--- src/brl_pkg.sv ---
// Shared types and constants for the Bresenham line rasterizer.
// Depends on nothing; the RTL files refer to it by scoped names, the bench imports it.
`default_nettype none
package brl_pkg;

  localparam int COORD_BITS = 8;
  localparam int ERR_BITS   = COORD_BITS + 3;

  typedef logic [COORD_BITS-1:0]      coord_t;
  typedef logic signed [ERR_BITS-1:0] err_t;

  typedef enum logic {
    KIND_LOAD = 1'b0,
    KIND_STEP = 1'b1
  } kind_t;

  typedef struct packed {
    kind_t       kind;
    logic [7:0]  start_x;
    logic [7:0]  start_y;
    logic [7:0]  end_x;
    logic [7:0]  end_y;
    logic [15:0] line_color;
  } req_word_t;

  typedef struct packed {
    logic        pixel_valid;
    logic [7:0]  pixel_x;
    logic [7:0]  pixel_y;
    logic [15:0] pixel_color;
    logic        line_done;
  } pix_word_t;

endpackage
`default_nettype wire

--- src/brl_in_stage.sv ---
// Input register of the rasterizer: captures one request word and holds it
// until the core consumes it. Depends on brl_pkg.
`default_nettype none
module brl_in_stage (
  input  wire logic              clk,
  input  wire logic              rst,
  input  wire logic              req_valid,
  output logic                   req_ready,
  input  wire brl_pkg::req_word_t req,
  input  wire logic              consume,
  output logic                   held_valid,
  output brl_pkg::req_word_t     held
);

  assign req_ready = !held_valid || consume;

  always_ff @(posedge clk) begin
    if (rst) begin
      held_valid <= 1'b0;
    end else if (req_ready) begin
      held_valid <= req_valid;
    end
  end

  always_ff @(posedge clk) begin
    if (req_ready && req_valid) begin
      held <= req;
    end
  end

endmodule
`default_nettype wire

--- src/brl_core.sv ---
// Line state and per-word update: octant setup on load, one pixel and
// error update on step while a line is busy. Depends on brl_pkg.
`default_nettype none
module brl_core (
  input  wire logic               clk,
  input  wire logic               rst,
  input  wire logic               advance,
  input  wire brl_pkg::req_word_t item,
  output brl_pkg::pix_word_t      result
);

  brl_pkg::coord_t major_pos, major_pos_next;
  brl_pkg::coord_t minor_pos, minor_pos_next;
  brl_pkg::coord_t major_end, major_end_next;
  brl_pkg::coord_t minor_delta, minor_delta_next;
  brl_pkg::coord_t major_delta, major_delta_next;
  brl_pkg::err_t   error_term, error_term_next;
  logic            minor_dir_negative, minor_dir_negative_next;
  logic            steep_mode, steep_mode_next;
  logic [15:0]     held_color, held_color_next;
  logic            busy, busy_next;

  brl_pkg::coord_t x0, y0, x1, y1;
  brl_pkg::coord_t adx, ady;
  brl_pkg::coord_t p0, q0, p1, q1;
  brl_pkg::coord_t a0, b0, a1, b1;
  brl_pkg::coord_t dmin, dmaj;
  logic            steep_ld;
  brl_pkg::err_t   err_load, inc_diag, inc_flat;
  brl_pkg::coord_t major_step;

  always_comb begin
    x0 = item.start_x[brl_pkg::COORD_BITS-1:0];
    y0 = item.start_y[brl_pkg::COORD_BITS-1:0];
    x1 = item.end_x[brl_pkg::COORD_BITS-1:0];
    y1 = item.end_y[brl_pkg::COORD_BITS-1:0];
    adx = (x1 >= x0) ? x1 - x0 : x0 - x1;
    ady = (y1 >= y0) ? y1 - y0 : y0 - y1;
    steep_ld = !(ady < adx);
    p0 = steep_ld ? y0 : x0;
    q0 = steep_ld ? x0 : y0;
    p1 = steep_ld ? y1 : x1;
    q1 = steep_ld ? x1 : y1;
    a0 = (p0 > p1) ? p1 : p0;
    b0 = (p0 > p1) ? q1 : q0;
    a1 = (p0 > p1) ? p0 : p1;
    b1 = (p0 > p1) ? q0 : q1;
    dmin = (b1 >= b0) ? b1 - b0 : b0 - b1;
    dmaj = a1 - a0;
    err_load = brl_pkg::err_t'({2'b00, dmin, 1'b0}) - brl_pkg::err_t'({3'b000, dmaj});
  end

  always_comb begin
    inc_diag   = brl_pkg::err_t'({2'b00, minor_delta, 1'b0})
               - brl_pkg::err_t'({2'b00, major_delta, 1'b0});
    inc_flat   = brl_pkg::err_t'({2'b00, minor_delta, 1'b0});
    major_step = major_pos + brl_pkg::coord_t'(1);
  end

  always_comb begin
    major_pos_next          = major_pos;
    minor_pos_next          = minor_pos;
    major_end_next          = major_end;
    minor_delta_next        = minor_delta;
    major_delta_next        = major_delta;
    error_term_next         = error_term;
    minor_dir_negative_next = minor_dir_negative;
    steep_mode_next         = steep_mode;
    held_color_next         = held_color;
    busy_next               = busy;
    result                  = '0;

    unique case (item.kind)
      brl_pkg::KIND_LOAD: begin
        held_color_next         = item.line_color;
        steep_mode_next         = steep_ld;
        minor_dir_negative_next = b1 < b0;
        major_pos_next          = a0;
        minor_pos_next          = b0;
        major_end_next          = a1;
        major_delta_next        = dmaj;
        minor_delta_next        = dmin;
        error_term_next         = err_load;
        busy_next               = a0 != a1;
      end
      brl_pkg::KIND_STEP: begin
        if (busy) begin
          result.pixel_valid = 1'b1;
          result.pixel_x     = 8'(steep_mode ? minor_pos : major_pos);
          result.pixel_y     = 8'(steep_mode ? major_pos : minor_pos);
          result.pixel_color = held_color;
          if (error_term > 0) begin
            minor_pos_next  = minor_dir_negative ? minor_pos - brl_pkg::coord_t'(1)
                                                 : minor_pos + brl_pkg::coord_t'(1);
            error_term_next = error_term + inc_diag;
          end else begin
            error_term_next = error_term + inc_flat;
          end
          major_pos_next = major_step;
          busy_next      = major_step != major_end;
        end
      end
      default: begin
      end
    endcase

    result.line_done = !busy_next;
  end

  always_ff @(posedge clk) begin
    if (rst) begin
      major_pos          <= '0;
      minor_pos          <= '0;
      major_end          <= '0;
      minor_delta        <= '0;
      major_delta        <= '0;
      error_term         <= '0;
      minor_dir_negative <= 1'b0;
      steep_mode         <= 1'b0;
      held_color         <= '0;
      busy               <= 1'b0;
    end else if (advance) begin
      major_pos          <= major_pos_next;
      minor_pos          <= minor_pos_next;
      major_end          <= major_end_next;
      minor_delta        <= minor_delta_next;
      major_delta        <= major_delta_next;
      error_term         <= error_term_next;
      minor_dir_negative <= minor_dir_negative_next;
      steep_mode         <= steep_mode_next;
      held_color         <= held_color_next;
      busy               <= busy_next;
    end
  end

endmodule
`default_nettype wire

--- src/bresenham_line_rasterizer_unit.sv ---
// Top level of the Bresenham line rasterizer: input register, line core and
// result register. Depends on brl_pkg, brl_in_stage and brl_core.
//
//   channel   handshake               word         direction
//   req       req_valid / req_ready   req_word_t   in   load or step
//   pix       pix_valid / pix_ready   pix_word_t   out  one result per request
//
// Every request yields exactly one result, which goes through the result register.
// One request per cycle is sustained while pix_ready is high; the core updates
// the line state in the same cycle a word moves from input to result register.
// Synchronous reset clears the line state (no line loaded) and both valid flags.
// A stalled result holds; the input register still takes one more word.
`default_nettype none
module bresenham_line_rasterizer_unit (
  input  wire logic               clk,
  input  wire logic               rst,
  input  wire logic               req_valid,
  output logic                    req_ready,
  input  wire brl_pkg::req_word_t req,
  output logic                    pix_valid,
  input  wire logic               pix_ready,
  output brl_pkg::pix_word_t      pix
);

  logic               held_valid;
  brl_pkg::req_word_t held;
  brl_pkg::pix_word_t result;
  logic               advance;

  assign advance = held_valid && (!pix_valid || pix_ready);

  brl_in_stage u_in_stage (
    .clk        (clk),
    .rst        (rst),
    .req_valid  (req_valid),
    .req_ready  (req_ready),
    .req        (req),
    .consume    (advance),
    .held_valid (held_valid),
    .held       (held)
  );

  brl_core u_core (
    .clk     (clk),
    .rst     (rst),
    .advance (advance),
    .item    (held),
    .result  (result)
  );

  always_ff @(posedge clk) begin
    if (rst) begin
      pix_valid <= 1'b0;
    end else if (advance) begin
      pix_valid <= 1'b1;
    end else if (pix_ready) begin
      pix_valid <= 1'b0;
    end
  end

  always_ff @(posedge clk) begin
    if (advance) begin
      pix <= result;
    end
  end

endmodule
`default_nettype wire

--- config.mk ---
export PLATFORM = sky130hd
export DESIGN_NAME = bresenham_line_rasterizer_unit
export DESIGN_NICKNAME = d
export VERILOG_FILES = /design/src/brl_pkg.sv /design/src/brl_in_stage.sv /design/src/brl_core.sv /design/src/bresenham_line_rasterizer_unit.sv
export SDC_FILE = /design/constraint.sdc
export NUM_CORES = 1
export LEC_CHECK = 0
export CORE_ASPECT_RATIO = 0.9
export CORE_MARGIN = 5
export CORE_UTILIZATION = 40
export CTS_CLUSTER_SIZE = 10
export DETAILED_ROUTE_END_ITERATION = 10
export DONT_BUFFER_PORTS = 1
export SLEW_MARGIN = 20
export SYNTH_ARGS = -nofsm -noshare
export SYNTH_HDL_FRONTEND = slang
export SYNTH_SLANG_ARGS = --single-unit
--- constraint.sdc ---
create_clock -name clk -period 13.8 [get_ports clk]
set_input_delay 2.76 -clock clk [delete_from_list [all_inputs] [get_ports clk]]
set_output_delay 2.76 -clock clk [all_outputs]
set_load 0.02 [all_outputs]
==> results of run 1 <==
## worst register-to-register path, delay by kind of cell, from the launching register on
family | cells | cell delay, ps
AOI/OAI and AO/OA | 21 | 5690
adders and majority gates | 6 | 2000
muxes | 4 | 1710
buffers and inverters | 5 | 1180
and+or+nand+nor | 4 | 830
xor gates and xnor gates | 3 | 580
DFF | 1 | 460
## flip-flops by register name, summed over array words and instances (netlist names), 8 cells and up
signal and count:
pix 34, u_core.error_term 11, u_core.held_color 16, u_core.major_delta 8, u_core.major_end 8, u_core.major_pos 8, u_core.minor_delta 8, u_core.minor_pos 8
u_in_stage.held 49
## cells by family after synthesis
| group | synth area share [%] |
|---|---|
| compound gates | 16.6 |
| xor+xnor | 5.19 |
| fa+ha+maj | 12.2 |
| buf+inv | 5.37 |
| flops | 36.1 |
| mux | 8.74 |
| simple gates | 15.8 |
## final cells by class
type                            instances  area, um2  share of cell area [%]
Clock buffer                           19        464                    3.93
Clock inverter                         13        189                    1.60
Inverter                               89        334                    2.82
Multi-Input combinational cell        897       6390                    54.1
Sequential cell                       155       3930                    33.3
Tap cell                              354        443                    3.75
Timing Repair Buffer                    9       67.6                   0.571
## worst max-delay path by stage
stage / from / to
4_1_cts: u_in_stage.held[16] / u_core.error_term[8]
3_5_place_dp: u_in_stage.held[16] / u_core.error_term[8]
3_3_place_gp: u_in_stage.held[16] / u_core.error_term[8]
2_1_floorplan: u_in_stage.held[16] / u_core.error_term[8]
5_1_grt: u_in_stage.held[16] / u_core.error_term[8]
6_report: u_in_stage.held[16] / u_core.error_term[8]
## per-stage QoR
| step | area, um2 | cells | hold WS, ps |
|---|---|---|---|
| global route | 11800 | 1536 | 470 |
| global placement | 11200 | 1504 | 433 |
| finish | 11800 | 1536 | 449 |
| CTS | 11800 | 1536 | 448 |
| floorplan | 10900 | 1198 | 432 |
| detailed placement | 11200 | 1504 | 439 |
## cells in the mapped netlist (all sizes together) (4+ instances only)
cell	instances	share of area [%]
ha	90	10
nor3	22	1.1
o21a	9	0.62
a211oi	31	2.3
a311oi	5	0.40
nor2	101	3.5
buf	19	1.0
xor2	23	1.8
nor2b	17	0.98
nand2	127	4.4
xnor2	39	3.1
o211ai	12	0.83
fa	10	1.8
and2	4	0.23
and4	4	0.32
nor3b	5	0.34
edfxtp	83	23
nand3	17	0.78
nor4	5	0.29
a31oi	11	0.77
or2	5	0.29
o21ai	47	2.2
and3	23	1.3
mux2	17	1.8
o31ai	5	0.39
dfxtp	72	13
a21o	23	1.6
nand4	5	0.29
or3	11	0.63
inv	87	3.0
nand2b	11	0.63
a21oi	101	4.7
clkbuf	38	1.3
mux2i	76	7.0
## per-layer routing
layer | share of wire [%] | vias up | GRT usage (%)
met1 | 51 | 4024 | 28.1
met3 | 5.2 | 32 | 3.38
met2 | 43 | 218 | 27.5
met4 | 1.5 | 0 | 4.66
met5 | 0 | - | 0
li1 | - | 4196 | -
==> impl_metrics.py, run 1 <==
metrics = {
    "status": {
        "status": "completed",
    },
    "sta": {
        "finalCriticalPeriod_ps": 12620,
        "hold_viol": 0,
        "clock_skew_ps": 19.2,
        "setup_violations": 0,
        "fin_crit_sh_pct": 91.5,
        "clock.fmax_mhz": 79.2,
        "slew-limit-headroom_pct": 32.3,
        "tightest_slew_ps": 1010,
        "slew_viol_final": 0,
        "tns_ps": 0,
        "rsz0062_at_grt": "false",
        "layout_setup_ws_ps": 1180,
    },
    "detailed_routing": {
        "routed-via-count": 8470,
        "postRouteAntennaNets": 0,
        "drt_iter0_markers": 633,
        "drt-vias-per-instance": 5.51,
        "drcViolationCount": 0,
        "drt-total-wl_mm": 28.6,
        "wl_per_cell_um": 18.6,
        "first_pass_iters": 8,
    },
    "cts": {
        "clock_insertion_delay_worst_skew_ps": 440,
        "cts_tree": "done",
        "cts_buffer_depth": 2,
        "path_clk_slew_ps": 70,
        "cts.sinks": 155,
        "cts-resized-gates": 0,
        "cts_hold_buffers": 0,
        "cts_setup_buffers": 0,
        "htreeDepth": 4,
        "cts_inserted_buffers": 17,
        "cts-root-buf": "clkbuf_16",
    },
    "synth": {
        "synth_seq_cells": 155,
        "synth_area_mm2": 0.0109,
        "ys_types": 74,
        "synth-edff-count": 83,
        "yosys_warnings": 0,
        "synth.net_count": 1351,
        "ys_seq_area_share_pct": 36.1,
        "syn_inst": 1198,
        "synthFlopType": "edfxtp_1",
        "synth_area_per_cell_um2": 9.10,
        "synth-async-reset-ratio_pct": 0,
    },
    "finish": {
        "insertedDiodeCount": 0,
        "n_fill_cell": 2607,
        "nets": 1322,
        "drive_gt1_share_pct": 6.35,
        "final_common_cell": "nand2_1",
        "syn_to_final_growth_pct": 8.52,
        "final_cell_mix": "nand2_1, a21oi_1, nor2_1, ha_1, inv_1",
        "fin_util_pct": 43.9,
    },
    "global_routing": {
        "grt_pass1_vias": 8279,
        "grt_max_degree": 83,
        "grt_antenna_before_repair": 0,
        "grt_use_total_pct": 18.6,
        "gr-total-overflow": 0,
        "grt_pass1_wl_mm": 46.1,
    },
    "hold_path": {
        "min_to": "u_core.held_color[15]",
        "worstHoldPathCells": 2,
        "hp-start": "u_core.held_color[15]",
        "hp-class": "reg -> reg",
    },
    "floorplan": {
        "coreArea_mm2": 0.0270,
        "fp.dieH_um": 167,
        "num_io_pins": 89,
        "start_util_pct": 40.4,
        "rows": 57,
        "die_width_um": 184,
        "die_area_mm2": 0.0307,
    },
    "worst_setup_path": {
        "worstSetupStartpointType": "register",
        "r2r_slack_ps": 1180,
        "critPathMaxStageDelay_ps": 770,
        "critPathKind": "reg -> reg",
        "rr_startpoint": "u_in_stage.held[16]",
        "r2r_end": "u_core.error_term[8]",
        "worstPathRequired_ps": 14080,
        "worstSetupEndpointType": "register",
        "critPathSlowestCell": "a31oi_1",
        "r2r_cells": 43,
        "cp_num_buf_inv": 5,
        "cp.depth": 43,
        "cp_max_fo": 44,
        "cp_top_family": "compound AO/OA/AOI/OAI gates",
        "arrival_ps": 12910,
    },
    "place": {
        "port_buffers": 0,
        "place_hpwl_mm": 21.2,
        "routabilityCongestion": 0.924,
        "post-place-ws_ps": 1360,
    },
    "flow_run": {
        "cap_violations": 0,
    },
}
Power of run 1 is left out: the tool's default activity adds up to more than one toggle a clock period on the data nets, which glitch-free logic cannot reach.
==> inputs of run 2 (changes only) <==
--- a/config.mk
+++ b/config.mk
@@ -8,6 +8,7 @@
 export CORE_ASPECT_RATIO = 0.9
 export CORE_MARGIN = 5
 export CORE_UTILIZATION = 40
+export CTS_BUF_LIST = sky130_fd_sc_hd__clkbuf_8
 export CTS_CLUSTER_SIZE = 10
 export DETAILED_ROUTE_END_ITERATION = 10
 export DONT_BUFFER_PORTS = 1
==> run 2 against run 1 <==
Die area unchanged. Critical path type unchanged. Final area is 1.6% lower. Register-to-register slack improved by 70 ps. Sequential cell count stayed put. Count of clock-buffer cells in the layout is 1 lower. Routed wire length is 0.75% lower. Final cell count stayed put.
==> impl_metrics.py, run 2 (same netlist as run 1, synthesis figures left out) <==
metrics = {
    "status": {
        "status": "completed",
    },
    "worst_setup_path": {
        "critPathSlowestCell": "a31oi_1",
        "critPathKind": "reg -> reg",
        "arrival_ps": 12870,
        "critPathMaxStageDelay_ps": 770,
        "worstPathRequired_ps": 14120,
        "r2r_cells": 43,
        "cp_max_fo": 44,
        "worstSetupEndpointType": "register",
        "worstSetupStartpointType": "register",
    },
    "sta": {
        "fin_crit_sh_pct": 91.0,
        "slew_viol_final": 0,
        "slew-limit-headroom_pct": 33.5,
        "hold_viol": 0,
        "finalCriticalPeriod_ps": 12550,
        "tns_ps": 0,
        "clock_skew_ps": 28.9,
        "tightest_slew_ps": 997,
        "rsz0062_at_grt": "false",
        "clock.fmax_mhz": 79.7,
        "setup_violations": 0,
    },
    "cts": {
        "cts_inserted_buffers": 17,
        "cts.sinks": 155,
        "clock_insertion_delay_worst_skew_ps": 470,
        "cts-root-buf": "clkbuf_8",
        "cts_hold_buffers": 0,
        "cts-resized-gates": 0,
        "cts_tree": "done",
        "htreeDepth": 4,
        "cts_setup_buffers": 0,
        "path_clk_slew_ps": 90,
        "cts_buffer_depth": 2,
    },
    "finish": {
        "largest_reg_flops": 49,
        "drive_gt1_share_pct": 6.35,
        "largest_register": "u_in_stage.held",
        "stdcell_area_mm2": 0.0116,
        "nets": 1322,
        "syn_to_final_growth_pct": 6.81,
        "top_regs": "u_in_stage.held: 49 flops, pix: 34 flops, u_core.held_color: 16 flops",
        "insertedDiodeCount": 0,
        "final_common_cell": "nand2_1",
        "final_cell_mix": "nand2_1, a21oi_1, nor2_1, ha_1, inv_1",
        "n_fill_cell": 2639,
    },
    "detailed_routing": {
        "postRouteAntennaNets": 0,
        "routed-via-count": 8488,
        "first_pass_iters": 5,
        "wl_per_cell_um": 18.5,
        "drcViolationCount": 0,
        "drt-vias-per-instance": 5.53,
        "drt-total-wl_mm": 28.4,
        "drt_iter0_markers": 623,
    },
    "floorplan": {
        "start_util_pct": 40.4,
        "die_area_mm2": 0.0307,
        "coreArea_mm2": 0.0270,
        "die_width_um": 184,
        "fp.dieH_um": 167,
        "rows": 57,
        "num_io_pins": 89,
    },
    "place": {
        "postPlaceCellArea_mm2": 0.0112,
        "port_buffers": 0,
        "routabilityCongestion": 0.924,
        "place_hpwl_mm": 21.2,
    },
    "global_routing": {
        "grt_pass1_wl_mm": 45.7,
        "grt_antenna_before_repair": 0,
        "gr-total-overflow": 0,
        "grt_max_degree": 83,
        "grt_use_total_pct": 18.5,
        "grt_pass1_vias": 8196,
    },
    "hold_path": {
        "hp-class": "reg -> reg",
        "worstHoldPathCells": 2,
    },
    "flow_run": {
        "cap_violations": 0,
    },
}
run 2: changes by cell type in the layout (fill, tap and decap cells not counted), sizes merged:
cell    delta
bufinv     +1
clkbuf     -1
run 2: worst max-delay path, delay by kind of cell, from the launching register on:
family                   cells  cell delay [ps]
XOR/XNOR                     3              580
AND/OR/NAND/NOR              4              840
adder cells (fa/ha/maj)      6             2010
AO/OA/AOI/OAI               21             5700
buffers and inverters        5             1190
multiplexers                 4             1640
flip-flops                   1              470
run 2: area by class of cell:
type | count | area (um2) | area share [%]
clock buffer | 18 | 248 | 2.13
clock inverter | 14 | 219 | 1.88
inverter | 89 | 334 | 2.87
multi-input combinational | 897 | 6390 | 54.9
sequential | 155 | 3930 | 33.8
tap | 354 | 443 | 3.81
timing repair buffer | 9 | 67.6 | 0.580
run 2: metal layers:
| layer | GRT usage [%] | part of all wire (%) |
|---|---|---|
| met3 | 3.27 | 5.3 |
| met2 | 27.2 | 42 |
| met1 | 28.1 | 51 |
| met4 | 4.63 | 1.4 |
| met5 | 0 | 0 |
run 2: final timing paths:
path | start | endpoint | slack (ps)
min | u_core.held_color[15] | u_core.held_color[15] | 450
min reg2reg | u_core.held_color[15] | u_core.held_color[15] | 450
max | u_in_stage.held[16] | u_core.error_term[8] | 1250
max reg2reg | u_in_stage.held[16] | u_core.error_term[8] | 1250
run 2: through the flow:
stage	setup slack, ps	hold slack, ps	util (%)	std cells
finish	1250	451	43.2	1536
global route	371	475	43.2	1536
CTS	1340	452	43.2	1536
detailed placement	1360	439	41.4	1504
global placement	1720	433	41.4	1504
floorplan	3610	432	-	1198
Power of run 2 is left out for the same reason.
==> inputs of run 3 (changes only) <==
--- a/config.mk
+++ b/config.mk
@@ -12,7 +12,8 @@
 export CTS_CLUSTER_SIZE = 10
 export DETAILED_ROUTE_END_ITERATION = 10
 export DONT_BUFFER_PORTS = 1
-export SLEW_MARGIN = 20
+export MAX_ROUTING_LAYER = met4
 export SYNTH_ARGS = -nofsm -noshare
 export SYNTH_HDL_FRONTEND = slang
+export SYNTH_HIERARCHICAL = 1
 export SYNTH_SLANG_ARGS = --single-unit
==> run 3 against run 2 <==
Utilization fell by 0.18 points. Final area down 0.68%. Hold slack got worse by 3.6 ps. Routed wire length fell by 2.3%. Final cell count decreased by 0.13%. Die area down 0.40%. Worst setup slack better by 230 ps. Critical path depth increased by 2. Global-route usage rose by 0.18 points. Register-to-register slack improved by 230 ps. Area after synthesis fell by 0.42%. Critical path type unchanged. Critical endpoint is now u_core/error_term[8].
==> impl_metrics.py, run 3 <==
metrics = {
    "synth": {
        "synth_seq_cells": 155,
        "synth.net_count": 1344,
        "synth_area_per_cell_um2": 9.11,
        "synth-async-reset-ratio_pct": 0,
        "synth_common_cells": "nand2_1, a21oi_1, inv_1, nor2_1, ha_1",
        "yosysMostFrequentCell": "nand2_1",
        "synth_top_area_share_pct": 23.0,
        "yosys_warnings": 6,
        "ys_seq_area_share_pct": 36.3,
        "synth-edff-count": 83,
        "synthFlopType": "edfxtp_1",
        "synth_area_mm2": 0.0109,
        "synthTopCellsByArea": "edfxtp_1, dfxtp_1, ha_1",
        "ys_types": 82,
        "synth_area_leader_cell": "edfxtp_1",
        "syn_inst": 1191,
    },
    "finish": {
        "final_common_cell": "nand2_1",
        "syn_to_final_growth_pct": 6.54,
        "largest_register": "u_in_stage/held",
        "nets": 1318,
        "largest_reg_flops": 49,
        "drive_gt1_share_pct": 7.39,
        "final_cell_mix": "nand2_1, a21oi_1, inv_1, nor2_1, ha_1",
        "stdcell_area_mm2": 0.0116,
        "final_cells": 1534,
        "top_regs": "u_in_stage/held: 49 flops, pix: 34 flops, u_core/held_color: 16 flops",
    },
    "sta": {
        "setup_violations": 0,
        "hold_viol": 0,
        "slew_viol_final": 0,
        "finalCriticalPeriod_ps": 12320,
        "clock.fmax_mhz": 81.2,
        "rsz0062_at_grt": "false",
        "tightest_slew_ps": 920,
        "tns_ps": 0,
        "clock_skew_ps": 15.6,
        "slew-limit-headroom_pct": 38.7,
        "fin_crit_sh_pct": 89.3,
    },
    "worst_setup_path": {
        "rr_startpoint": "u_in_stage/held[24]",
        "endpoint": "u_core/error_term[8]",
        "critPathKind": "reg -> reg",
        "crit_path_start": "u_in_stage/held[24]",
        "cp.depth": 45,
        "r2r_cells": 45,
        "cp_top_family": "compound AO/OA/AOI/OAI gates",
        "critPathSlowestCell": "a221o_2",
        "r2r_end": "u_core/error_term[8]",
        "worstSetupEndpointType": "register",
        "r2r_slack_ps": 1480,
        "cp_max_fo": 39,
        "arrival_ps": 12720,
        "worstSetupStartpointType": "register",
        "critPathMaxStageDelay_ps": 710,
        "worstPathRequired_ps": 14200,
        "cp_num_buf_inv": 5,
    },
    "cts": {
        "cts-root-buf": "clkbuf_8",
        "cts-resized-gates": 0,
        "cts_inserted_buffers": 17,
        "cts_tree": "done",
        "cts.sinks": 155,
        "cts_buffer_depth": 2,
        "cts_hold_buffers": 0,
        "path_clk_slew_ps": 100,
        "cts_setup_buffers": 0,
        "htreeDepth": 4,
        "clock_insertion_delay_worst_skew_ps": 470,
    },
    "place": {
        "dp.cells": 1500,
        "place_hpwl_mm": 20.8,
        "postPlaceCellArea_mm2": 0.0111,
        "routabilityCongestion": 0.910,
        "port_buffers": 0,
    },
    "floorplan": {
        "die_area_mm2": 0.0305,
        "fp.dieH_um": 166,
        "rows": 57,
        "coreArea_mm2": 0.0269,
        "die_width_um": 184,
        "num_io_pins": 89,
        "start_util_pct": 40.4,
    },
    "detailed_routing": {
        "drt_iter0_markers": 670,
        "postRouteAntennaNets": 0,
        "routed-via-count": 8413,
        "drcViolationCount": 0,
        "drt-total-wl_mm": 27.7,
        "wl_per_cell_um": 18.1,
        "first_pass_iters": 5,
        "drt-vias-per-instance": 5.48,
    },
    "global_routing": {
        "grt_antenna_before_repair": 2,
        "grt_max_degree": 77,
        "grt_pass1_vias": 7992,
        "grt_use_total_pct": 18.7,
        "gr-total-overflow": 0,
        "grt_pass1_wl_mm": 44.5,
    },
    "status": {
        "status": "completed",
    },
    "hold_path": {
        "hp-class": "reg -> reg",
    },
    "flow_run": {
        "cap_violations": 0,
    },
}
-- run 3: changes by cell type after synthesis, moves of 7 or more --
cell | previous run | this run
inv_1 | 87 | 100
o21ai_0 | 39 | 23
o211ai_1 | 12 | 29
nor2b_1 | 17 | 8
o21bai_1 | 3 | 12
and2_1 | 4 | 12
a211oi_1 | 29 | 20
nand3_1 | 17 | 9
mux2i_1 | 76 | 66
a21oi_1 | 100 | 107
a31oi_1 | 10 | 3
buf_1 | 8 | 1
o22ai_1 | 0 | 7
-- run 3: worst register-to-register path: cells and delay by family, from the launching register on --
kind | cells | cell delay, ps
compound gates | 20 | 5550
xor+xnor | 2 | 370
fa+ha+maj | 6 | 2060
buf+inv | 5 | 1100
flops | 1 | 420
mux | 3 | 820
simple gates | 9 | 1960
-- run 3: metal layers --
layer | vias to the layer above | GRT usage [%] | routed length [um]
met5 | - | - | 0
met4 | 0 | 3.53 | 281
met3 | 21 | 3.70 | 1480
met2 | 231 | 27.4 | 12200
met1 | 3983 | 27.1 | 13800
li1 | 4178 | - | -
-- run 3: logic make-up after synthesis --
| group | count (synthesis) | synth area share (%) |
|---|---|---|
| mux | 83 | 7.93 |
| flops | 155 | 36.3 |
| xor+xnor | 62 | 5.00 |
| compound gates | 298 | 18.5 |
| buf+inv | 161 | 5.98 |
| simple gates | 330 | 13.9 |
| fa+ha+maj | 102 | 12.4 |
-- run 3: how the worst min path moves through the flow --
stage                               start  cells after the start               endpoint  slack [ps]
CTS                 u_core/held_color[12]                      2  u_core/held_color[12]         450
floorplan            u_core/held_color[0]                      2   u_core/held_color[0]         430
finish               u_core/held_color[9]                      2   u_core/held_color[9]         450
detailed placement   u_core/held_color[9]                      2   u_core/held_color[9]         440
global route         u_core/held_color[2]                      2   u_core/held_color[2]         470
global placement     u_core/held_color[4]                      2   u_core/held_color[4]         430
-- run 3: area by class of cell --
class	instances	area, um2
diodes	2	5.00
clock buffers	17	234
clock inverters	15	176
fillers	2632	15300
inverters	104	390
multi-input cells	875	6290
flip-flops and latches	155	3930
well taps	354	443
repair buffers	12	90.1
-- run 3: stage by stage --
step                hold WS, ps  utilization, %  setup slack [ps]
global placement            432            41.5              1900
global route                473            43.0               484
floorplan                   432               -              3000
finish                      448            43.0              1480
detailed placement          436            41.5              1650
CTS                         450            43.0              1590
Power of run 3 is left out for the same reason.
